**config.mk**
```make
export PLATFORM = sky130hd
export DESIGN_NAME = motion_ramp_step_scheduler_core
export DESIGN_NICKNAME = d
export VERILOG_FILES = /design/src/rtl/mrss_pkg.sv /design/src/rtl/mrss_step.sv /design/src/rtl/motion_ramp_step_scheduler_core.sv
export SDC_FILE = /design/constraint.sdc
export NUM_CORES = 1
export LEC_CHECK = 0
export ABC_AREA = 1
export BUFFER_PORTS_ARGS = -buffer_cell sky130_fd_sc_hd__buf_4
export CORE_UTILIZATION = 45
export CTS_CLUSTER_DIAMETER = 120
export DETAILED_ROUTE_END_ITERATION = 10
export PLACE_DENSITY = 0.66
export SETUP_SLACK_MARGIN = 0.15
export SYNTH_ARGS = -nofsm -noshare
export SYNTH_HDL_FRONTEND = slang
export SYNTH_SLANG_ARGS = --single-unit
```
**constraint.sdc**
```tcl
create_clock -name aclk -period 13.6 [get_ports aclk]
set_input_delay 1.36 -clock aclk [delete_from_list [all_inputs] [get_ports aclk]]
set_output_delay 1.36 -clock aclk [all_outputs]
set_load 0.01 [all_outputs]
```
**src/rtl/mrss_pkg.sv**
```systemverilog
// shared types, constants and register indexes of the motion ramp step scheduler
// no dependencies
package mrss_pkg;

    localparam int unsigned NUM_AXES    = 5;
    localparam int unsigned TICK_MS     = 40;
    localparam int unsigned RAMP_EXTRA  = 3;
    localparam logic [31:0] ELAPSED_MAX = 32'hffff_ffff;
    localparam logic [3:0]  STAGE_MAX   = 4'd15;
    localparam logic [1:0]  AXIS_NONE   = 2'd3;

    typedef enum logic [2:0] {
        CFG_ROTATE_MODE       = 3'd0,
        CFG_ROTATE_AXIS       = 3'd1,
        CFG_ROTATE_STAGES     = 3'd2,
        CFG_ROTATE_FULL_CLOCK = 3'd3,
        CFG_RAMP_STEPS_TOTAL  = 3'd4,
        CFG_RAMP_DISABLE      = 3'd5,
        CFG_DECEL_MARGIN      = 3'd6,
        CFG_MAX_PULSES        = 3'd7
    } cfg_index_t;

    typedef struct packed {
        logic        rotate_mode;
        logic [1:0]  rotate_axis;
        logic [4:0]  rotate_stages;
        logic [15:0] rotate_full_clock;
        logic [7:0]  ramp_steps_total;
        logic        ramp_disable;
        logic [31:0] decel_margin;
        logic [31:0] max_pulses;
    } cfg_t;

    typedef struct packed {
        logic                         action;
        logic [NUM_AXES-1:0][31:0]    pulses;
        logic [NUM_AXES-1:0][31:0]    targets;
    } item_t;

    typedef struct packed {
        logic [31:0] elapsed_time;
        logic [7:0]  step_number;
        logic [3:0]  stage_index;
    } state_t;

    typedef struct packed {
        logic        motor_start;
        logic        speed_update;
        logic [7:0]  speed_step;
        logic        clock_update;
        logic [1:0]  clock_axis;
        logic [15:0] clock_value;
        logic [31:0] elapsed_ms;
    } result_t;

endpackage

```
**src/rtl/mrss_step.sv**
```systemverilog
// next-state and result logic for one tick or start-move transaction
// depends on mrss_pkg
module mrss_step (
    input  mrss_pkg::cfg_t    cfg,
    input  mrss_pkg::state_t  state,
    input  mrss_pkg::item_t   item,
    output mrss_pkg::state_t  state_next,
    output mrss_pkg::result_t result
);

    logic [4:0]  stage_lim;
    logic [3:0]  stage_inc;
    logic [4:0]  shift_amt;
    logic [31:0] elapsed_inc;
    logic [31:0] window;
    logic [31:0] watched;
    logic [31:0] thresh;

    always_comb begin
        stage_lim   = cfg.rotate_stages - 5'd1;
        stage_inc   = state.stage_index + 4'd1;
        shift_amt   = stage_lim - {1'b0, stage_inc};
        elapsed_inc = state.elapsed_time;
        if (state.elapsed_time < (mrss_pkg::ELAPSED_MAX - 32'(mrss_pkg::TICK_MS))) begin
            elapsed_inc = state.elapsed_time + 32'(mrss_pkg::TICK_MS);
        end
        window = (32'(cfg.ramp_steps_total) + 32'(mrss_pkg::RAMP_EXTRA))
                 * 32'(mrss_pkg::TICK_MS);
        // first axis whose target matches the move maximum
        watched = '0;
        for (int k = mrss_pkg::NUM_AXES - 1; k >= 0; k--) begin
            if (item.targets[k] == cfg.max_pulses) begin
                watched = item.pulses[k];
            end
        end
        thresh = (cfg.decel_margin > cfg.max_pulses) ? '0
                                                     : cfg.max_pulses - cfg.decel_margin;

        state_next = state;
        result     = '0;

        if (item.action) begin
            state_next = '0;
        end else if (cfg.rotate_mode) begin
            if (cfg.rotate_axis != mrss_pkg::AXIS_NONE && cfg.rotate_stages != 5'd0 &&
                {1'b0, state.stage_index} < stage_lim &&
                state.stage_index < mrss_pkg::STAGE_MAX) begin
                state_next.stage_index = stage_inc;
                result.clock_update    = 1'b1;
                result.clock_axis      = cfg.rotate_axis;
                result.clock_value     = cfg.rotate_full_clock >> shift_amt;
            end
            result.motor_start = 1'b1;
        end else begin
            state_next.elapsed_time = elapsed_inc;
            if (elapsed_inc < window) begin
                if (!cfg.ramp_disable && state.step_number < cfg.ramp_steps_total) begin
                    state_next.step_number = state.step_number + 8'd1;
                    result.speed_update    = 1'b1;
                    result.motor_start     = 1'b1;
                end
            end else begin
                if (watched >= thresh && !cfg.ramp_disable && state.step_number > 8'd1) begin
                    state_next.step_number = state.step_number - 8'd1;
                    result.speed_update    = 1'b1;
                    result.motor_start     = 1'b1;
                end
            end
        end

        result.speed_step = state_next.step_number;
        result.elapsed_ms = state_next.elapsed_time;
    end

endmodule

```
**src/rtl/motion_ramp_step_scheduler_core.sv**
```systemverilog
// top level of the motion ramp step scheduler: ports, config registers, pipeline
// depends on mrss_pkg and mrss_step
//
// One result transaction per input transaction, in order. A transaction enters an
// input register, passes through one stage of compare/add logic into the result
// register, and is presented on the output from there; a new one is taken every
// cycle while the result side keeps up. Elapsed time, speed step and rotate stage
// are held in the block and advance only as each transaction moves
// into the result register. A start move (action 1) clears that state and returns
// an all-zero result. Configuration is written through cfg_wr_en/cfg_index/cfg_wr_data
// and should only change while no transaction is in flight.
module motion_ramp_step_scheduler_core (
    input  logic        aclk,
    input  logic        aresetn,
    input  logic        cfg_wr_en,
    input  logic [2:0]  cfg_index,
    input  logic [31:0] cfg_wr_data,
    input  logic        s_valid,
    output logic        s_ready,
    input  logic        s_action,
    input  logic [31:0] s_pulses_x,
    input  logic [31:0] s_pulses_y,
    input  logic [31:0] s_pulses_z,
    input  logic [31:0] s_pulses_a,
    input  logic [31:0] s_pulses_b,
    input  logic [31:0] s_target_x,
    input  logic [31:0] s_target_y,
    input  logic [31:0] s_target_z,
    input  logic [31:0] s_target_a,
    input  logic [31:0] s_target_b,
    output logic        m_valid,
    input  logic        m_ready,
    output logic        m_motor_start,
    output logic        m_speed_update,
    output logic [7:0]  m_speed_step,
    output logic        m_clock_update,
    output logic [1:0]  m_clock_axis,
    output logic [15:0] m_clock_value,
    output logic [31:0] m_elapsed_ms
);

    mrss_pkg::cfg_t    cfg_reg;
    mrss_pkg::state_t  state_reg;
    mrss_pkg::state_t  state_next;
    mrss_pkg::item_t   item_reg;
    mrss_pkg::item_t   item_in;
    mrss_pkg::result_t result_next;
    mrss_pkg::result_t result_reg;
    logic              in_valid_reg;
    logic              m_valid_reg;
    logic              advance;
    logic              s_accept;

    assign advance  = !m_valid_reg || m_ready;
    assign s_ready  = !in_valid_reg || advance;
    assign s_accept = s_valid && s_ready;

    always_comb begin
        item_in.action     = s_action;
        item_in.pulses[0]  = s_pulses_x;
        item_in.pulses[1]  = s_pulses_y;
        item_in.pulses[2]  = s_pulses_z;
        item_in.pulses[3]  = s_pulses_a;
        item_in.pulses[4]  = s_pulses_b;
        item_in.targets[0] = s_target_x;
        item_in.targets[1] = s_target_y;
        item_in.targets[2] = s_target_z;
        item_in.targets[3] = s_target_a;
        item_in.targets[4] = s_target_b;
    end

    // configuration registers
    always_ff @(posedge aclk) begin
        if (!aresetn) begin
            cfg_reg.rotate_mode       <= 1'b0;
            cfg_reg.rotate_axis       <= 2'd0;
            cfg_reg.rotate_stages     <= 5'd4;
            cfg_reg.rotate_full_clock <= 16'd6666;
            cfg_reg.ramp_steps_total  <= 8'd0;
            cfg_reg.ramp_disable      <= 1'b0;
            cfg_reg.decel_margin      <= 32'd0;
            cfg_reg.max_pulses        <= 32'd0;
        end else if (cfg_wr_en) begin
            unique case (mrss_pkg::cfg_index_t'(cfg_index))
                mrss_pkg::CFG_ROTATE_MODE:       cfg_reg.rotate_mode       <= cfg_wr_data[0];
                mrss_pkg::CFG_ROTATE_AXIS:       cfg_reg.rotate_axis       <= cfg_wr_data[1:0];
                mrss_pkg::CFG_ROTATE_STAGES:     cfg_reg.rotate_stages     <= cfg_wr_data[4:0];
                mrss_pkg::CFG_ROTATE_FULL_CLOCK: cfg_reg.rotate_full_clock <= cfg_wr_data[15:0];
                mrss_pkg::CFG_RAMP_STEPS_TOTAL:  cfg_reg.ramp_steps_total  <= cfg_wr_data[7:0];
                mrss_pkg::CFG_RAMP_DISABLE:      cfg_reg.ramp_disable      <= cfg_wr_data[0];
                mrss_pkg::CFG_DECEL_MARGIN:      cfg_reg.decel_margin      <= cfg_wr_data;
                mrss_pkg::CFG_MAX_PULSES:        cfg_reg.max_pulses        <= cfg_wr_data;
                default: begin
                end
            endcase
        end
    end

    mrss_step u_step (
        .cfg        (cfg_reg),
        .state      (state_reg),
        .item       (item_reg),
        .state_next (state_next),
        .result     (result_next)
    );

    // input register
    always_ff @(posedge aclk) begin
        if (!aresetn) begin
            in_valid_reg <= 1'b0;
        end else if (s_accept) begin
            in_valid_reg <= 1'b1;
        end else if (advance) begin
            in_valid_reg <= 1'b0;
        end
    end

    always_ff @(posedge aclk) begin
        if (s_accept) begin
            item_reg <= item_in;
        end
    end

    // state and result register
    always_ff @(posedge aclk) begin
        if (!aresetn) begin
            state_reg   <= '0;
            m_valid_reg <= 1'b0;
        end else if (advance) begin
            m_valid_reg <= in_valid_reg;
            if (in_valid_reg) begin
                state_reg <= state_next;
            end
        end
    end

    always_ff @(posedge aclk) begin
        if (advance && in_valid_reg) begin
            result_reg <= result_next;
        end
    end

    assign m_valid        = m_valid_reg;
    assign m_motor_start  = result_reg.motor_start;
    assign m_speed_update = result_reg.speed_update;
    assign m_speed_step   = result_reg.speed_step;
    assign m_clock_update = result_reg.clock_update;
    assign m_clock_axis   = result_reg.clock_axis;
    assign m_clock_value  = result_reg.clock_value;
    assign m_elapsed_ms   = result_reg.elapsed_ms;

    a_clock_implies_start: assert property (@(posedge aclk) disable iff (!aresetn)
        m_valid && m_clock_update |-> m_motor_start)
        else $error("clock update without motor start");

    a_speed_not_in_rotate: assert property (@(posedge aclk) disable iff (!aresetn)
        m_valid && m_speed_update |-> m_motor_start && !m_clock_update)
        else $error("speed update mixed with clock update");

    a_idle_clock_zero: assert property (@(posedge aclk) disable iff (!aresetn)
        m_valid && !m_clock_update |-> m_clock_value == 16'd0 && m_clock_axis == 2'd0)
        else $error("clock fields set without clock update");

    a_stall_holds_input: assert property (@(posedge aclk) disable iff (!aresetn)
        !s_ready |-> in_valid_reg && m_valid_reg)
        else $error("input stalled with free pipeline");

endmodule

```
==> impl_metrics.py, run 1 <==
metrics = {
    "synth": {
        "yosys_warnings": 0,
        "syn_inst": 2908,
        "synth_area_sq_mm": 0.02678,
        "synth_xor_area_share_pct": 4.972,
        "ys.flop_type": "edfxtp_1",
        "synth_fa_ha_area_share_pct": 5.458,
        "synthArstFlopShare_pct": 0,
        "synth_top_family_by_area": "simple AND/OR/NAND/NOR gates",
        "synth_edf_count": 382,
        "synth_compound_area_share_pct": 11.43,
        "avgSynthCellArea_sq_um": 9.208,
        "synth_mux_area_share_pct": 0.1495,
        "seq_area_frac_synth_pct": 53.53,
        "ys_ff_latch": 525,
        "yosys.area_share.simple_pct": 17.94,
        "synth.distinct_cells": 53,
        "syn_nets": 3384,
    },
    "route": {
        "via_per_inst": 5.272,
        "wirelength_mm": 78.60,
        "drt_first_pass_iters": 6,
        "vias": 21741,
        "route.detailed.drc": 0,
        "wl_per_cell_um": 19.06,
        "ant_nets": 0,
        "drt_iter0_markers": 1468,
    },
    "cells_and_area": {
        "largest_reg_flops": 321,
        "final_nets": 3774,
        "drive_gt1_share_pct": 18.32,
        "post_layout_nonfiller_instances": 4124,
        "syn2layout_area_growth_pct": 21.48,
    },
    "global_routing": {
        "grt_usage_pct": 25.71,
        "grt_pass1_wl_mm": 118.9,
        "grt_pass1_vias": 21243,
        "antenna_found_initial": 9,
        "grt_overflow": 0,
        "grt_max_degree": 118,
    },
    "die": {
        "dieHeight_um": 245.9,
        "fp.coreArea_sq_mm": 0.05891,
        "rows": 89,
        "die_width_um": 245.9,
        "start_util_pct": 45.45,
        "num_io_pins": 424,
        "die_area_sq_mm": 0.06048,
    },
    "setup_path": {
        "worst_path_most_repeated_cell": "nand2_1",
        "path_buf_inv": 5,
        "max_stage_delay_ns": 0.70,
        "reg2reg_depth": 30,
        "slowest_stage": "dfxtp_1",
        "critPathTopFamily": "simple AND/OR/NAND/NOR gates",
        "worstReg2RegStart": "cfg_reg[3]$_SDFFE_PN0P_",
        "cp-start-kind": "register",
        "r2r_slack_ns": 7.58,
        "end_kind": "register",
        "critPathMaxFanout": 33,
        "arrival_ns": 6.39,
        "criticalPathCategory": "reg2reg",
        "r2r_end": "m_speed_step[2]$_DFFE_PP_",
        "cp.required_ns": 13.97,
    },
    "clock_network": {
        "cts_resized": 0,
        "path_clk_slew_ns": 0.06,
        "cts_tree": "yes",
        "cts.sinks": 525,
        "cts_made_buffers": 57,
        "clk_latency_ns": 0.65,
        "clk_root_buffer_cell": "clkbuf_16",
        "ctsHoldBuffers": 0,
        "htreeDepth": 2,
        "clockBufferDepth": 3,
        "post_cts_buffers": 0,
    },
    "placed_design": {
        "portBuffers": 423,
        "gp_congestion": 0.9224,
        "dp.cells": 4012,
        "hpwl_mm": 59.18,
    },
    "hold_path": {
        "holdCritPathClass": "reg2reg",
        "min_from": "cfg_reg[51]$_SDFFE_PN0P_",
        "whs_path_depth": 2,
        "min_to": "cfg_reg[51]$_SDFFE_PN0P_",
    },
    "sta": {
        "fin_crit_ns": 6.021,
        "finalSetupViolCount": 0,
        "fmax_mhz": 166.1,
        "fin_crit_sh_pct": 44.27,
        "maxSlewHeadroom_pct": 17.61,
        "rsz0062_at_grt": "false",
        "slew_violations": 0,
        "worst_slew_pin_slew_ns": 1.231,
        "fin_skew_ns": 0.03028,
        "fin_setup_tns_ns": 0,
        "hold_viol_final": 0,
    },
    "status": {
        "status": "completed",
    },
    "flow_run": {
        "cap_violations": 0,
    },
    "power_and_ir_drop": {
        "ir_drop_uv": 104.6,
        "power_leakage_uw": 0.01398,
        "powerDensity_mw_per_mm2": 123.3,
    },
}
## worst max path at each step
stage	to	slack, ns	start	cells after the start
after global routing	m_speed_step[2]$_DFFE_PP_	7.06	cfg_reg[0]$_SDFFE_PN0P_	32
after CTS	m_speed_step[2]$_DFFE_PP_	7.59	cfg_reg[3]$_SDFFE_PN0P_	28
after floorplan	item_reg[0]$_DFFE_PP_	5.10	m_ready	4
final	m_speed_step[2]$_DFFE_PP_	7.58	cfg_reg[3]$_SDFFE_PN0P_	30
after detailed placement	m_speed_step[2]$_DFFE_PP_	7.63	cfg_reg[3]$_SDFFE_PN0P_	28
after global placement	m_speed_step[2]$_DFFE_PP_	7.54	cfg_reg[3]$_SDFFE_PN0P_	28
## layout make-up
cell class	instances	area (sq um)
repair buffers	437	3281
clock buffers	70	1516
fillers	5186	26380
inverters	352	1331
clock inverters	37	379.1
flip-flops and latches	525	14330
diodes	5	12.51
multi-input cells	1925	10710
well taps	773	967.2
## cell families (layout without fill, tap and decap cells)
family	count (synthesis)	count (layout)
flip-flops	525	525
adder cells (fa/ha/maj)	115	115
XOR/XNOR	152	152
AO/OA/AOI/OAI	569	569
AND/OR/NAND/NOR	1085	1085
other	0	5
multiplexers	4	4
buffers and inverters	458	896
## cell usage after synthesis (9+ instances only)
cell type  count  area (sq um)
a211oi_1      10         75.07
a21oi_1      216          1081
buf_2          9         45.04
clkbuf_1      94         352.8
dfxtp_1      143          2863
edfxtp_1     382         11470
ha_1         112          1401
inv_1        341          1280
nand2_1      509          1911
nand3_1      184         920.9
nand4_1       37         231.5
nor2_1       220         825.8
nor3_1        24         120.1
nor4_1        25         156.4
o211ai_1      24         180.2
o21ai_0      266          1331
o22ai_1       15         93.84
or2_2         52         325.3
xnor2_1       84         735.7
xor2_1        68         595.6
## tightest hold or removal path: stages (launching register included)
cell and delay [ns]:
dfxtp_1 0.29, inv_1 0.06, a21oi_1 0.06
## power breakdown
part / internal [uW] / switching, uW / leakage (uW)
clock: 893 / 667 / 0.000905
combinational: 233 / 355 / 0.00818
sequential: 1810 / 49.8 / 0.00490
## placed cells by master, fill, tap and decap left out, drive strengths merged, types with 70 or more instances in the layout
cell type and count:
nand2 519, buf 437, edfxtp 382, inv 351
o21ai 267, nor2 233, a21oi 218, nand3 188
dfxtp 143, ha 112, xnor2 84, clkbuf 70
## per-layer routing
layer,GRT usage (%),up-vias,routed length [um]
met5,0,-,57
met2,46.33,679,40790
met3,3.765,158,4094
li1,-,10661,-
met4,9.682,8,2493
met1,30.75,10235,31170
## metrics by stage
| stage | util (%) | total power [uW] | hold slack [ns] | area [sq um] | worst slack, ns |
|---|---|---|---|---|---|
| CTS | 55.19 | 4031 | 0.4620 | 32510 | 7.593 |
| detailed placement | 51.98 | 2479 | 0.4535 | 30620 | 7.627 |
| floorplan | - | 2262 | 0.4325 | 26780 | 5.097 |
| global route | 55.22 | 4174 | 0.4810 | 32530 | 7.056 |
| finish | 55.22 | 4010 | 0.4580 | 32530 | 7.579 |
| global placement | 51.98 | 2465 | 0.4435 | 30620 | 7.543 |
No activity file was read; power rests on OpenSTA's default activity.
==> inputs of run 2 (changes only) <==
--- a/config.mk
+++ b/config.mk
@@ -10,7 +10,7 @@
 export CORE_UTILIZATION = 45
 export CTS_CLUSTER_DIAMETER = 120
 export DETAILED_ROUTE_END_ITERATION = 10
-export PLACE_DENSITY = 0.66
+export PLACE_DENSITY = 0.68
 export SETUP_SLACK_MARGIN = 0.15
 export SYNTH_ARGS = -nofsm -noshare
 export SYNTH_HDL_FRONTEND = slang
==> constraint.sdc (replaced) <==
create_clock -name aclk -period 5.35 [get_ports aclk]
set_input_delay 0.535 -clock aclk [delete_from_list [all_inputs] [get_ports aclk]]
set_output_delay 0.535 -clock aclk [all_outputs]
set_load 0.01 [all_outputs]
==> run 2 against run 1 <==
Total power rose to 2.6 times the previous value. Worst hold slack got worse by 0.40 ns. Non-clock buffer count rose by 31. Core utilization increased by 0.72 points. Count of clock-buffer cells in the layout is 8 lower. Wire length decreased by 3.4%. Sequential cell count did not move. Global-route usage is 0.99 points lower. Design area is 1.3% higher.
==> impl_metrics.py, run 2 (synthesis gave the netlist of run 1 again) <==
metrics = {
    "status": {
        "status": "completed",
    },
    "clock_network": {
        "clockBufferDepth": 3,
        "htreeDepth": 2,
        "cts.sinks": 525,
        "cts_made_buffers": 56,
        "clk_latency_ns": 0.65,
        "clk_root_buffer_cell": "clkbuf_16",
        "cts_tree": "yes",
        "path_clk_slew_ns": 0.06,
    },
    "cells_and_area": {
        "fillCellCount": 5226,
        "final_common_cell": "nand2_1",
        "largest_reg_flops": 321,
        "final_cell_mix": "nand2_1, buf_4, edfxtp_1",
        "post_layout_nonfiller_instances": 4155,
        "syn2layout_area_growth_pct": 23.06,
        "drive_gt1_share_pct": 19.61,
        "final_nets": 3804,
    },
    "setup_path": {
        "critPathMaxFanout": 44,
        "end_kind": "register",
        "arrival_ns": 5.16,
        "worst_path_most_repeated_cell": "nand2_1",
        "max_stage_delay_ns": 0.60,
        "criticalPathCategory": "reg2reg",
        "cp-start-kind": "register",
        "cp.required_ns": 5.72,
        "slowest_stage": "dfxtp_1",
    },
    "die": {
        "start_util_pct": 45.45,
        "die_area_sq_mm": 0.06048,
        "num_io_pins": 424,
        "die_width_um": 245.9,
        "dieHeight_um": 245.9,
        "fp.coreArea_sq_mm": 0.05891,
        "rows": 89,
    },
    "placed_design": {
        "place_ws_ns": 0.3044,
        "hpwl_mm": 57.64,
        "dp.cells": 4035,
        "gp_congestion": 0.9111,
        "portBuffers": 423,
    },
    "global_routing": {
        "grt_pass1_wl_mm": 114.4,
        "use_met2_pct": 43.93,
        "grt_overflow": 0,
        "grt_util_met1_pct": 30.20,
        "grt_pass1_vias": 20259,
        "grt_usage_pct": 24.72,
        "grt_use_met3_pct": 3.623,
        "antenna_found_initial": 9,
        "busiest_layer": "met2",
        "grt_max_degree": 148,
    },
    "power_and_ir_drop": {
        "ir_drop_uv": 267.5,
        "power_leakage_uw": 0.01422,
        "powerDensity_mw_per_mm2": 312.0,
    },
    "route": {
        "wirelength_mm": 75.95,
        "ant_nets": 0,
        "wl_per_cell_um": 18.28,
        "via_per_inst": 5.150,
        "vias": 21400,
        "drt_iter0_markers": 1727,
        "route.detailed.drc": 0,
        "drt_first_pass_iters": 5,
    },
    "sta": {
        "slew_violations": 0,
        "fin_crit_ns": 4.788,
        "fin_skew_ns": 0.03713,
        "fin_crit_sh_pct": 89.50,
        "finalSetupViolCount": 0,
        "worst_slew_pin_slew_ns": 1.147,
        "rsz0062_at_grt": "false",
        "maxSlewHeadroom_pct": 23.22,
        "layout_setup_ws_ns": 0.5620,
        "hold_viol_final": 0,
        "fmax_mhz": 208.9,
    },
    "flow_run": {
        "cap_violations": 0,
    },
    "hold_path": {
        "holdCritPathClass": "in2reg",
    },
}
-- run 2: stage by stage --
stage / hold WS [ns] / utilization [%] / power [uW] / TNS (ns) / area, sq um
6_report: 0.06217 / 55.93 / 10280 / 0 / 32950
5_1_grt: 0.04817 / 55.93 / 10680 / 0 / 32950
4_1_cts: 0.03081 / 55.72 / 10330 / 0 / 32820
3_5_place_dp: 0.4506 / 52.42 / 6309 / 0 / 30880
3_3_place_gp: 0.4445 / 52.42 / 6296 / 0 / 30880
2_1_floorplan: 0.4325 / - / 5740 / -191.53 / 26810
-- run 2: timing repair --
item                                   in CTS  in global routing
setup endpoints to repair                   0                 18
hold buffers                                0                  0
endpoints found under the hold margin       0                  0
setup buffers                               0                  8
gates resized for setup                     0                 11
-- run 2: layout make-up --
class | count | area, sq um | area share [%]
sequential | 525 | 14330 | 43.50
inverter | 352 | 1340 | 4.067
clock buffer | 62 | 1444 | 4.382
tap | 773 | 967.2 | 2.935
timing repair buffer | 468 | 3588 | 10.89
clock inverter | 43 | 495.5 | 1.504
multi-input combinational | 1925 | 10760 | 32.66
antenna | 7 | 17.52 | 0.05316
-- run 2: critical path: cells and delay by family, from the launching register on --
kind                     cells  cell delay, ns
AND/OR/NAND/NOR             16            2.26
buffers and inverters        5            0.88
flip-flops                   1            0.60
AO/OA/AOI/OAI                2            0.40
adder cells (fa/ha/maj)      1            0.21
XOR/XNOR                     1            0.12
-- run 2: path summary, 6_finish.rpt --
path                       startpoint                         to  slack [ns]  cells after the start
max           cfg_reg[9]$_SDFFE_PN0P_  m_speed_step[7]$_DFFE_PP_        0.56                     25
max reg2reg   cfg_reg[9]$_SDFFE_PN0P_  m_speed_step[7]$_DFFE_PP_        0.56                     25
min reg2reg  cfg_reg[49]$_SDFFE_PN0P_   cfg_reg[49]$_SDFFE_PN0P_        0.46                      2
min                     s_target_a[1]     item_reg[97]$_DFFE_PP_        0.06                      1
-- run 2: where the power goes --
group          switching, uW  internal, uW
registers                121          4600
logic                    916           611
clock network           1680          2350
total                   2720          7560
-- run 2: layer usage --
layer,part of all wire (%),vias to the layer above,wire (um)
met1,40,9974,30720
met3,4.7,136,3597
met4,3.2,4,2468
met2,52,570,39140
met5,0.036,-,27
li1,-,10716,-
